File: src/hdl/mlcs_pkg.sv
// Shared types and constants for the MCU luma split and chroma subsampler.
// Holds the request/response payload structs, register indexes and mode codes.
// No dependencies.
package mlcs_pkg;

   // Default luma block edge in pixels
   localparam int BLOCK_SIZE_DEF = 8;

   // Configuration register indexes
   localparam int CSR_ADDR_W = 2;
   localparam int CSR_DATA_W = 2;

   typedef enum logic [CSR_ADDR_W-1:0] {
      CSR_CHROMA_MODE = 2'd0,
      CSR_MCU_WIDE    = 2'd1,
      CSR_MCU_TALL    = 2'd2
   } csr_addr_type;

   // Chroma subsampling modes; the spare code behaves as full resolution
   typedef enum logic [1:0] {
      CHROMA_FULL = 2'd0,
      CHROMA_H2   = 2'd1,
      CHROMA_HV2  = 2'd2
   } chroma_mode_type;

   // One pixel of the MCU
   typedef struct packed {
      logic [7:0] luma;
      logic [7:0] blue_diff;
      logic [7:0] red_diff;
   } req_type;

   // One result per pixel
   typedef struct packed {
      logic [1:0] luma_block;
      logic [2:0] luma_row;
      logic [2:0] luma_col;
      logic [7:0] luma_value;
      logic       chroma_valid;
      logic [2:0] chroma_row;
      logic [2:0] chroma_col;
      logic [7:0] cb_value;
      logic [7:0] cr_value;
      logic       mcu_last;
   } rsp_type;

endpackage

File: src/hdl/mlcs_ram.sv
// Generic single-write, single-read synchronous RAM with registered read data.
// Read-first behaviour on a same-address collision. No dependencies.
module mlcs_ram #(
   parameter int WIDTH = 16,
   parameter int DEPTH = 8
) (
   input  logic                     clock,
   input  logic                     wr_en,
   input  logic [$clog2(DEPTH)-1:0] wr_addr,
   input  logic [WIDTH-1:0]         wr_data,
   input  logic                     rd_en,
   input  logic [$clog2(DEPTH)-1:0] rd_addr,
   output logic [WIDTH-1:0]         rd_data
);

   logic [WIDTH-1:0] mem_ff [DEPTH];
   logic [WIDTH-1:0] rd_data_ff;

   // Write port
   always_ff @(posedge clock) begin
      if (wr_en) begin
         mem_ff[wr_addr] <= wr_data;
      end
   end

   // Registered read port
   always_ff @(posedge clock) begin
      if (rd_en) begin
         rd_data_ff <= mem_ff[rd_addr];
      end
   end

   assign rd_data = rd_data_ff;

endmodule

File: src/hdl/mcu_luma_split_chroma_subsample.sv
// Top level of the MCU luma split and chroma subsampler.
// Depends on mlcs_pkg (types, codes) and mlcs_ram (chroma line store).
//
// Usage:
//   req_* : one pixel (Y, Cb, Cr) per request, MCU pixels in raster order.
//   rsp_* : one result per pixel: luma block/row/column and, when a
//           subsampled chroma sample completes, its position and Cb/Cr sums.
//   csr_* : write-only registers (chroma mode, MCU width, MCU height); write
//           them only while no request is in flight.
// Timing:
//   A request accepted into the working stage registers moves on to the
//   output register when the response side is not stalled. One request
//   per cycle is sustained while rsp_ready is high; the line store is
//   read as the request is accepted and written as the request leaves the
//   working stage, with a bypass when both touch the same entry.
// Reset:
//   Synchronous, active high. Position counters, partial sums, valid flags
//   and configuration registers clear; the line store is not cleared and
//   is always written on an even row before an odd row reads it.
// Back-pressure:
//   With rsp_ready low the output register holds, then the working stage
//   holds, then req_ready drops. Nothing is lost or repeated.
module mcu_luma_split_chroma_subsample #(
   parameter int BLOCK_SIZE = mlcs_pkg::BLOCK_SIZE_DEF
) (
   input  logic                            clock,
   input  logic                            reset,
   // request channel
   input  logic                            req_valid,
   output logic                            req_ready,
   input  mlcs_pkg::req_type               req_data,
   // response channel
   output logic                            rsp_valid,
   input  logic                            rsp_ready,
   output mlcs_pkg::rsp_type               rsp_data,
   // configuration port
   input  logic                            csr_we,
   input  logic [mlcs_pkg::CSR_ADDR_W-1:0] csr_addr,
   input  logic [mlcs_pkg::CSR_DATA_W-1:0] csr_wdata
);

   localparam int CW = $clog2(2 * BLOCK_SIZE);   // pixel counter width
   localparam int AW = $clog2(BLOCK_SIZE);       // line store address width
   localparam logic [CW:0] SPAN_ONE = (CW + 1)'(BLOCK_SIZE);
   localparam logic [CW:0] SPAN_TWO = (CW + 1)'(2 * BLOCK_SIZE);
   localparam logic [CW-1:0] HALF = CW'(BLOCK_SIZE);

   // Configuration registers
   logic [1:0] mode_ff;
   logic       wide_ff;
   logic       tall_ff;

   always_ff @(posedge clock) begin
      if (reset) begin
         mode_ff <= mlcs_pkg::CHROMA_FULL;
         wide_ff <= 1'b0;
         tall_ff <= 1'b0;
      end else if (csr_we) begin
         case (csr_addr)
            mlcs_pkg::CSR_CHROMA_MODE: mode_ff <= csr_wdata;
            mlcs_pkg::CSR_MCU_WIDE:    wide_ff <= csr_wdata[0];
            mlcs_pkg::CSR_MCU_TALL:    tall_ff <= csr_wdata[0];
            default: ;
         endcase
      end
   end

   // Handshake and stage control
   logic s1_vld_ff;
   logic out_vld_ff;
   logic s1_fire;
   logic req_fire;

   assign s1_fire   = s1_vld_ff && (!out_vld_ff || rsp_ready);
   assign req_ready = !s1_vld_ff || s1_fire;
   assign req_fire  = req_valid && req_ready;

   // Stage 0: pixel position counters
   logic [CW-1:0] pixel_row_ff, pixel_row_in;
   logic [CW-1:0] pixel_col_ff, pixel_col_in;
   logic [CW:0]   width, height, row_inc, col_inc;
   logic          col_end, row_end, last_pix;

   always_comb begin
      width   = wide_ff ? SPAN_TWO : SPAN_ONE;
      height  = tall_ff ? SPAN_TWO : SPAN_ONE;
      row_inc = {1'b0, pixel_row_ff} + 1'b1;
      col_inc = {1'b0, pixel_col_ff} + 1'b1;
      col_end = col_inc >= width;
      row_end = row_inc >= height;
      last_pix = col_end && row_end;
      if (col_end) begin
         pixel_col_in = '0;
         pixel_row_in = row_end ? '0 : row_inc[CW-1:0];
      end else begin
         pixel_col_in = col_inc[CW-1:0];
         pixel_row_in = pixel_row_ff;
      end
   end

   always_ff @(posedge clock) begin
      if (reset) begin
         pixel_row_ff <= '0;
         pixel_col_ff <= '0;
      end else if (req_fire) begin
         pixel_row_ff <= pixel_row_in;
         pixel_col_ff <= pixel_col_in;
      end
   end

   // Stage 1 registers: request, its position, last flag
   mlcs_pkg::req_type s1_req_ff;
   logic [CW-1:0]     s1_row_ff;
   logic [CW-1:0]     s1_col_ff;
   logic              s1_last_ff;

   always_ff @(posedge clock) begin
      if (reset) begin
         s1_vld_ff <= 1'b0;
      end else if (req_ready) begin
         s1_vld_ff <= req_valid;
      end
   end

   always_ff @(posedge clock) begin
      if (req_fire) begin
         s1_req_ff  <= req_data;
         s1_row_ff  <= pixel_row_ff;
         s1_col_ff  <= pixel_col_ff;
         s1_last_ff <= last_pix;
      end
   end

   // Line store of even-row partial sums, {cb, cr}
   logic          ram_we;
   logic [AW-1:0] ram_waddr;
   logic [15:0]   ram_wdata;
   logic [AW-1:0] ram_raddr;
   logic [15:0]   ram_rdata;

   assign ram_waddr = s1_col_ff[CW-1:1];
   assign ram_raddr = pixel_col_ff[CW-1:1];

   mlcs_ram #(
      .WIDTH (16),
      .DEPTH (BLOCK_SIZE)
   ) u_line_store (
      .clock   (clock),
      .wr_en   (ram_we),
      .wr_addr (ram_waddr),
      .wr_data (ram_wdata),
      .rd_en   (req_fire),
      .rd_addr (ram_raddr),
      .rd_data (ram_rdata)
   );

   // Bypass: a read issued in the same cycle as a write to that entry
   logic        fwd_ff;
   logic [15:0] fwd_data_ff;
   logic [15:0] line_sum;

   always_ff @(posedge clock) begin
      if (reset) begin
         fwd_ff <= 1'b0;
      end else if (req_fire) begin
         fwd_ff <= ram_we && (ram_waddr == ram_raddr);
      end
   end

   always_ff @(posedge clock) begin
      if (req_fire) begin
         fwd_data_ff <= ram_wdata;
      end
   end

   assign line_sum = fwd_ff ? fwd_data_ff : ram_rdata;

   // Stage 1: chroma accumulation and result assembly
   logic [7:0]        held_cb_ff, held_cb_in;
   logic [7:0]        held_cr_ff, held_cr_in;
   logic              held_we;
   logic [7:0]        cb_half, cr_half, cb_qtr, cr_qtr;
   logic [CW-1:0]     row_rem, col_rem;
   mlcs_pkg::rsp_type rsp_in;

   always_comb begin
      cb_half = s1_req_ff.blue_diff >> 1;
      cr_half = s1_req_ff.red_diff >> 1;
      cb_qtr  = s1_req_ff.blue_diff >> 2;
      cr_qtr  = s1_req_ff.red_diff >> 2;
      row_rem = (s1_row_ff >= HALF) ? s1_row_ff - HALF : s1_row_ff;
      col_rem = (s1_col_ff >= HALF) ? s1_col_ff - HALF : s1_col_ff;

      held_we    = 1'b0;
      held_cb_in = held_cb_ff;
      held_cr_in = held_cr_ff;
      ram_we     = 1'b0;
      ram_wdata  = {held_cb_ff + cb_qtr, held_cr_ff + cr_qtr};

      rsp_in              = '0;
      rsp_in.luma_block   = {s1_row_ff >= HALF, s1_col_ff >= HALF};
      rsp_in.luma_row     = 3'(row_rem);
      rsp_in.luma_col     = 3'(col_rem);
      rsp_in.luma_value   = s1_req_ff.luma;
      rsp_in.mcu_last     = s1_last_ff;

      case (mode_ff)
         mlcs_pkg::CHROMA_H2: begin
            if (!s1_col_ff[0]) begin
               held_we    = 1'b1;
               held_cb_in = cb_half;
               held_cr_in = cr_half;
            end else begin
               rsp_in.chroma_valid = 1'b1;
               rsp_in.chroma_row   = 3'(s1_row_ff);
               rsp_in.chroma_col   = 3'(s1_col_ff >> 1);
               rsp_in.cb_value     = held_cb_ff + cb_half;
               rsp_in.cr_value     = held_cr_ff + cr_half;
            end
         end
         mlcs_pkg::CHROMA_HV2: begin
            if (!s1_row_ff[0]) begin
               // even row: pair sums go to the line store
               if (!s1_col_ff[0]) begin
                  held_we    = 1'b1;
                  held_cb_in = cb_qtr;
                  held_cr_in = cr_qtr;
               end else begin
                  ram_we = s1_fire;
               end
            end else if (!s1_col_ff[0]) begin
               // odd row, even column: pick up the line sum
               held_we    = 1'b1;
               held_cb_in = line_sum[15:8] + cb_qtr;
               held_cr_in = line_sum[7:0] + cr_qtr;
            end else begin
               rsp_in.chroma_valid = 1'b1;
               rsp_in.chroma_row   = 3'(s1_row_ff >> 1);
               rsp_in.chroma_col   = 3'(s1_col_ff >> 1);
               rsp_in.cb_value     = held_cb_ff + cb_qtr;
               rsp_in.cr_value     = held_cr_ff + cr_qtr;
            end
         end
         default: ;
      endcase
   end

   always_ff @(posedge clock) begin
      if (reset) begin
         held_cb_ff <= '0;
         held_cr_ff <= '0;
      end else if (s1_fire && held_we) begin
         held_cb_ff <= held_cb_in;
         held_cr_ff <= held_cr_in;
      end
   end

   // Output register
   mlcs_pkg::rsp_type rsp_ff;

   always_ff @(posedge clock) begin
      if (reset) begin
         out_vld_ff <= 1'b0;
      end else if (!out_vld_ff || rsp_ready) begin
         out_vld_ff <= s1_vld_ff;
      end
   end

   always_ff @(posedge clock) begin
      if (s1_fire) begin
         rsp_ff <= rsp_in;
      end
   end

   assign rsp_valid = out_vld_ff;
   assign rsp_data  = rsp_ff;

   // Checks
   a_counter_bound: assert property (@(posedge clock) disable iff (reset)
      ({1'b0, pixel_col_ff} < SPAN_TWO) && ({1'b0, pixel_row_ff} < SPAN_TWO))
      else $error("pixel counter beyond MCU bound");

   a_last_wraps: assert property (@(posedge clock) disable iff (reset)
      req_fire && last_pix |=> (pixel_row_ff == '0) && (pixel_col_ff == '0))
      else $error("counters did not wrap after last pixel");

   a_ready_stall: assert property (@(posedge clock) disable iff (reset)
      !req_ready |-> s1_vld_ff && out_vld_ff && !rsp_ready)
      else $error("request refused without a full pipeline");

   a_stage_hold: assert property (@(posedge clock) disable iff (reset)
      s1_vld_ff && !s1_fire |=> s1_vld_ff && $stable(s1_row_ff) && $stable(s1_col_ff))
      else $error("working stage lost its request while stalled");

endmodule
File: config.mk
export PLATFORM = sky130hd
export DESIGN_NAME = mcu_luma_split_chroma_subsample
export DESIGN_NICKNAME = d
export VERILOG_FILES = /design/src/hdl/mlcs_pkg.sv /design/src/hdl/mlcs_ram.sv /design/src/hdl/mcu_luma_split_chroma_subsample.sv
export SDC_FILE = /design/constraint.sdc
export NUM_CORES = 1
export LEC_CHECK = 0
export ABC_AREA = 1
export BUFFER_PORTS_ARGS = -buffer_cell sky130_fd_sc_hd__buf_4
export CORE_UTILIZATION = 55
export CTS_CLUSTER_DIAMETER = 100
export DETAILED_ROUTE_END_ITERATION = 7
export GPL_TIMING_DRIVEN = 0
export PLACE_DENSITY = 0.81
export SETUP_SLACK_MARGIN = 0.2
export SLEW_MARGIN = 20
export SYNTH_ARGS = -nofsm -noshare
export SYNTH_HDL_FRONTEND = slang
export SYNTH_SLANG_ARGS = --single-unit
File: constraint.sdc
create_clock -name clock -period 3.81 [get_ports clock]
set_input_delay 0.1905 -clock clock [delete_from_list [all_inputs] [get_ports clock]]
set_output_delay 0.1905 -clock clock [all_outputs]
set_load 0.005 [all_outputs]
Yosys cells after proc, flatten, opt, wreduce, memory -nomap -nowiden
Memories as Yosys holds them, arrays and structs flattened. A register that Yosys moved wholly into a read port is not among the register bits.
Index checks and enable logic that the tools add are counted.
{"block": "totals", "register_bits": 120, "ramBits": 128, "inputBits": 33, "out_inout_bits": 42, "wordCells": 94, "memories": 1}
{"name": "u_line_store.mem_ff", "words": 8, "word_bits": 16, "read_ports": 1, "rd_ports_with_merged_regs": 1, "wr": 1, "line": "mlcs_ram.sv:16", "rtl": "logic [WIDTH-1:0] mem_ff [DEPTH];"}
{"block": "op_classes", "addsub": 10, "magnitude_cmp": 4, "n_eq_ne": 7, "mux": 28, "reduce_logical": 17}
{"operator": "2-to-1 mux 23 bit", "count": 3}
{"operator": "2-to-1 mux 8 bit", "count": 8}
{"operator": "one-hot mux 23 bit (2 select lines)", "count": 1}
{"operator": "adder 8 x 6 -> 8 bit", "count": 4}
{"operator": "one-hot mux 8 bit (2 select lines)", "count": 2}
{"operator": "adder 8 x 7 -> 8 bit", "count": 2}
{"operator": "2-to-1 mux 16 bit", "count": 1}
{"operator": "adder 4 x 1 -> 5 bit (second input constant)", "count": 2}
{"operator": ">= comparator 5 bit", "count": 2}
{"operator": "2-to-1 mux 5 bit", "count": 2}
{"operator": ">= comparator 4 bit (second input constant)", "count": 2}
{"operator": "2-to-1 mux 4 bit", "count": 2}
{"operator": "AND reduction 2 bit", "count": 4}
{"operator": "2-to-1 mux 1 bit", "count": 7}
{"operator": "2-to-1 mux 3 bit", "count": 2}
{"operator": "subtractor 3 x 1 -> 3 bit (second input constant)", "count": 2}
{"operator": "logical AND 1 bit", "count": 5}
{"operator": "equality test 2 x 1 -> 1 bit (second input constant)", "count": 2}
{"operator": "equality test 2 bit (second input constant)", "count": 2}
{"operator": "!= test 2 bit (second input constant)", "count": 2}
{"operator": "AND reduction 4 bit", "count": 1}
{"operator": "equality test 3 bit", "count": 1}
{"operator": "zero test 1 bit", "count": 2}
{"operator": "zero test 2 bit", "count": 1}
{"operator": "3 further kinds", "count": 4}

Longest topological paths before layout
{"block": "logic_depth", "ltp_word": 8, "ltp_mapped": 14, "mapped_depth_nobuf": 13}

Hierarchy
A second synthesis with hierarchy kept.
{"block": "hier_totals", "hier_cells": 1306, "area_unflattened_um2": 12634.6}
{"mod": "mcu_luma_split_chroma_subsample", "n_inst": 1, "cells_each": 719, "area_per_inst_um2": 6485.0, "seq_area_each_um2": 3233.1}
{"mod": "mlcs_ram", "n_inst": 1, "cells_each": 587, "area_per_inst_um2": 6149.6, "seq_area_each_um2": 4324.1}

Least setup slack after synthesis
Ideal clock, no wire load.
{"block": "synth_path", "kind": "register to register", "from": "register out_vld_ff (netlist: rsp_valid)", "to": "memory u_line_store.mem_ff[2][0] (enable)", "setup_time_ps": 409, "arrival_time_ps": 3143, "required_ps": 3401, "setup_slack_ps": 257, "path_stages_with_launch": 6, "n_path_buf": 0, "period_less_slack_ps": 3553, "path_cell_list": "dfxtp_1 > a21oi_2 > nand4_1 > inv_1 > nand2_1 > nor3_1"}
{"block": "synth_via", "elab_chain_len": 8}
{"element": "from (decl)", "line": "mcu_luma_split_chroma_subsample.sv:70", "rtl": "logic out_vld_ff;"}
{"element": "from (signal assigned)", "line": "mcu_luma_split_chroma_subsample.sv:265", "rtl": "out_vld_ff <= s1_vld_ff;"}
{"element": "zero test 1 bit", "line": "mcu_luma_split_chroma_subsample.sv:74", "rtl": "assign s1_fire = s1_vld_ff && (!out_vld_ff || rsp_ready);"}
{"element": "logical OR 1 bit", "line": "mcu_luma_split_chroma_subsample.sv:74"}
{"element": "logical AND 1 bit", "line": "mcu_luma_split_chroma_subsample.sv:74"}
{"element": "net s1_fire", "line": "mcu_luma_split_chroma_subsample.sv:71", "rtl": "logic s1_fire;"}
{"element": "2-to-1 mux 1 bit", "line": "mcu_luma_split_chroma_subsample.sv:224", "rtl": "if (!s1_col_ff[0]) begin"}
{"element": "2-to-1 mux 1 bit", "line": "mcu_luma_split_chroma_subsample.sv:222", "rtl": "if (!s1_row_ff[0]) begin"}
{"element": "2-to-1 mux 1 bit", "line": "mcu_luma_split_chroma_subsample.sv:207", "rtl": "case (mode_ff)"}
{"element": "2-to-1 mux 1 bit", "line": "mlcs_ram.sv:21", "rtl": "if (wr_en) begin"}
{"element": "2-to-1 mux 1 bit (implied by the code)", "line": "mlcs_ram.sv:22", "rtl": "mem_ff[wr_addr] <= wr_data;"}
{"element": "to (decl)", "line": "mlcs_ram.sv:16"}
The timed path passes the listed nets, and every way through them passes these cells.

Worst setup path after layout
{"block": "layout_path", "from": "register s1_vld_ff", "to": "memory u_line_store.mem_ff[2][3] (enable)"}
{"block": "layout_via", "elab_chain_len": 6}
{"element": "from (decl)", "line": "mcu_luma_split_chroma_subsample.sv:69", "rtl": "logic s1_vld_ff;"}
{"element": "from (signal assigned)", "line": "mcu_luma_split_chroma_subsample.sv:121", "rtl": "s1_vld_ff <= req_valid;"}
{"element": "logical AND 1 bit", "line": "mcu_luma_split_chroma_subsample.sv:74"}
{"element": "net s1_fire", "line": "mcu_luma_split_chroma_subsample.sv:71"}
{"element": "2-to-1 mux 1 bit", "line": "mcu_luma_split_chroma_subsample.sv:224"}
{"element": "2-to-1 mux 1 bit", "line": "mcu_luma_split_chroma_subsample.sv:222"}
{"element": "2-to-1 mux 1 bit", "line": "mcu_luma_split_chroma_subsample.sv:207"}
{"element": "2-to-1 mux 1 bit", "line": "mlcs_ram.sv:21"}
{"element": "2-to-1 mux 1 bit (implied by the code)", "line": "mlcs_ram.sv:22"}
The timed path passes the listed nets, and every way through them passes these cells.

==> impl_metrics.json <==
{
  "synth_async_sr_flop_share_pct": 0,
  "first_pass_iters": 8,
  "reg2reg_slack_ns": 0.90,
  "synth-seq-cells": 262,
  "io_buffers": 72,
  "globalRouteTotalUtil_pct": 27.0,
  "overflow": 0,
  "p_comb_share_pct": 10.3,
  "cp-end-kind": "flop",
  "yosysWarningCount": 0,
  "crit_fanout": 19,
  "clk_pin_slew_ns": 0.06,
  "first_global_vias": 8793,
  "synth_top_area_share_pct": 57.2,
  "antennaDiodeCount": 0,
  "hp-class": "input pin to flop",
  "drive_above_1_share_pct": 13.7,
  "post_cts_buffers": 0,
  "synthCells": 1132,
  "rows": 53,
  "dp.cells": 1489,
  "place_congestion": 0.904,
  "fmax_mhz": 344,
  "dieHeight_um": 150,
  "cts-root-buf": "clkbuf_16",
  "reg2reg_depth": 7,
  "ys_seq_area_share_pct": 62.3,
  "num-nets-final": 1359,
  "status": "finished, final reports clean",
  "hold_end": "wide_ff",
  "period_needed_ns": 2.91,
  "p_per_area_nw_per_um2": 470,
  "seqPwrFrac_pct": 48.5,
  "reg2reg_to": "u_line_store.mem_ff[2][3]",
  "reg2reg_from": "s1_vld_ff",
  "synth_top_area_cell": "edfxtp_1",
  "synth_cell_types": 38,
  "final_area_um2": 14400,
  "wl_um": 29900,
  "vias": 9131,
  "clk_path_buf_depth": 3,
  "tightest_slew_ns": 0.927,
  "slew_viol_final": 0,
  "cp_slowest_stage_delay_ns": 0.63,
  "rsz0062_at_grt": "false",
  "synth_area_um2": 12100,
  "maxCapViolCount": 0,
  "finalSetupViolCount": 0,
  "grt_pass1_wl_um": 46100,
  "grt_antenna_before_repair": 0,
  "total_power_w": 0.00676,
  "fin_util_pct": 67.7,
  "wl_per_cell_um": 19.1,
  "p_leak_nw": 5.84,
  "multi_input_area_um2": 4030,
  "finalHoldViolations": 0,
  "min-delay-start": "csr_addr[1]",
  "synthFlopType": "edfxtp_1",
  "fillers": 1464,
  "crit_slowest_cell": "a21oi_4",
  "ir_worst_vdd_mv": 0.341,
  "fin_crit_sh_pct": 76.3,
  "insertion_delay_ns": 0.53,
  "antenna_left": 0,
  "p_int_w": 0.00519,
  "numCtsBuffers": 26,
  "initial_utilization_pct": 56.9,
  "core_um2": 21300,
  "dp_hpwl_um": 20000,
  "start_kind": "flop",
  "avgSynthCellArea_um2": 10.7,
  "hold_depth": 3,
  "regArea_um2": 7560,
  "die_w_um": 150,
  "routed_via_density": 5.83,
  "clock_skew_ns": 0.00971,
  "dp_slack_ns": 0.973,
  "path_class": "flop to flop",
  "drt_iter0_drc": 976,
  "synth_edf_count": 231,
  "num_io_pins": 75,
  "area_growth_pct": 18.9,
  "cts.sinks": 262,
  "grt_max_degree": 40,
  "cts_max_level": 1,
  "layout_setup_ws_ns": 0.903,
  "synth_nets": 1219,
  "required_ns": 4.04,
  "post_dp_cell_area_um2": 13200,
  "drc": 0,
  "cpMostUsedCell": "inv_1",
  "clkPwrFrac_pct": 41.3,
  "cp.arrival_ns": 3.14,
  "cts_tree": "yes",
  "p_switching_w": 0.00157,
  "fin_cells": 1567,
  "synth.area.top_cells": "edfxtp_1 (57%), nand2_1 (6.8%), dfxtp_1 (5.1%)",
  "swShare_pct": 23.2,
  "relSlewSlack_pct": 38.1,
  "crit_path_cell_trace": "inv_1 > a21oi_4 > nand4_1 > inv_1 > nand2_1 > nor3_2 > buf_4",
  "dieArea_um2": 22600
}
==> routing by layer <==
layer	up-vias	GRT usage, %	routed length (µm)
met1	4306	36.6	12100
met3	78	3.67	2520
met2	485	44.4	14300
li1	4262	-	-
met5	-	0	0
met4	0	9.90	941
==> through the flow <==
stage                     TNS, ns  hold slack (ns)
after floorplan                 0            0.260
after global placement    -111.18            0.369
after detailed placement        0            0.370
after CTS                       0         0.000562
after global routing            0           0.0483
final                           0           0.0174
==> worst max-delay path by stage <==
stage	slack, ns	end	from
6_report	0.90	u_line_store.mem_ff[2][3]	s1_vld_ff
3_5_place_dp	0.97	u_line_store.mem_ff[2][3]	rsp_valid
2_1_floorplan	0.26	u_line_store.mem_ff[2][0]	rsp_valid
4_1_cts	0.97	u_line_store.mem_ff[2][3]	rsp_valid
5_1_grt	0.81	u_line_store.mem_ff[2][7]	s1_vld_ff
3_3_place_gp	-1.62	u_line_store.mem_ff[3][4]	rsp_ready
==> power by group through the flow <==
| stage | clock network [W] | logic, W | registers (W) |
|---|---|---|---|
| after CTS | 0.00281 | 0.000682 | 0.00328 |
| after floorplan | 0 | 0.000421 | 0.00332 |
| after detailed placement | 0 | 0.000649 | 0.00334 |
| after global placement | 0 | 0.000617 | 0.00334 |
| after global routing | 0.00291 | 0.000763 | 0.00329 |
| final | 0.00279 | 0.000695 | 0.00328 |
==> placed cells by master, fill, tap and decap left out, types with 5 or more instances in the layout <==
cell type      instances
o21ai_1                7
clkinv_2               5
bufinv_16              6
nor2_1               130
a21oi_1               86
nand3_1               71
buf_4                 77
fa_1                   6
o211ai_1               6
nand4_1               14
inv_1                 83
nand2_1              218
edfxtp_1             231
clkbuf_1              23
o21ai_0               60
nor2_2                 6
or2_2                 12
xnor2_1                6
buf_2                 16
o32ai_1               32
clkbuf_16             27
dfxtp_1               31
xor2_1                 9
dlygate4sd3_1         30
ha_1                  48
buf_6                 10
==> final cells by class <==
type	count	area share, %
flip-flops and latches	262	52.5
multi-input cells	737	27.9
repair buffers	112	6.74
clock buffers	32	4.89
well taps	275	2.39
inverters	87	2.28
plain buffers	46	1.70
clock inverters	16	1.61
==> logic make-up after synthesis <==
logic type / after synthesis / synth area share (%)
AO/OA/AOI/OAI: 198 / 9.52
flip-flops: 262 / 62.3
XOR/XNOR: 16 / 1.22
AND/OR/NAND/NOR: 469 / 16.3
buffers and inverters: 133 / 4.72
adder cells (fa/ha/maj): 54 / 5.95
==> cell usage after synthesis, drive strengths merged, types with 3 or more instances <==
master	count
dfxtp	31
a21oi	87
nand4	14
clkbuf	19
edfxtp	231
o21ai	68
nor2	136
and2	4
inv	86
ha	48
a22oi	3
o211ai	6
xor2	9
nand3b	4
nand3	72
or2	12
buf	27
fa	6
nor3	6
o32ai	32
nand2	220
xnor2	7
==> registers in the layout (all words and copies together) (netlist names), 2 cells and up <==
register and count:
cr_half 7, s1_col_ff 4, pixel_col_ff 4, held_cr_ff 8, rsp_data 40, fwd_data_ff 16, pixel_row_ff 4, cb_half 7
mode_ff 2, u_line_store.rd_data 16, s1_row_ff 4, rsp_in 8, held_cb_ff 8, u_line_store.mem_ff 128
==> critical path: cells and delay by family, from the launching register on <==
family | cells | cell delay [ns]
compound gates | 1 | 0.63
buf+inv | 3 | 0.55
flops | 1 | 0.34
simple gates | 3 | 1.07
==> repair_timing <==
item,4_1_cts,5_1_grt
gates resized for setup,0,0
hold buffers,30,0
setup endpoints to repair,0,0
endpoints found under the hold margin,30,0
No activity file was read; power rests on OpenSTA's default activity.
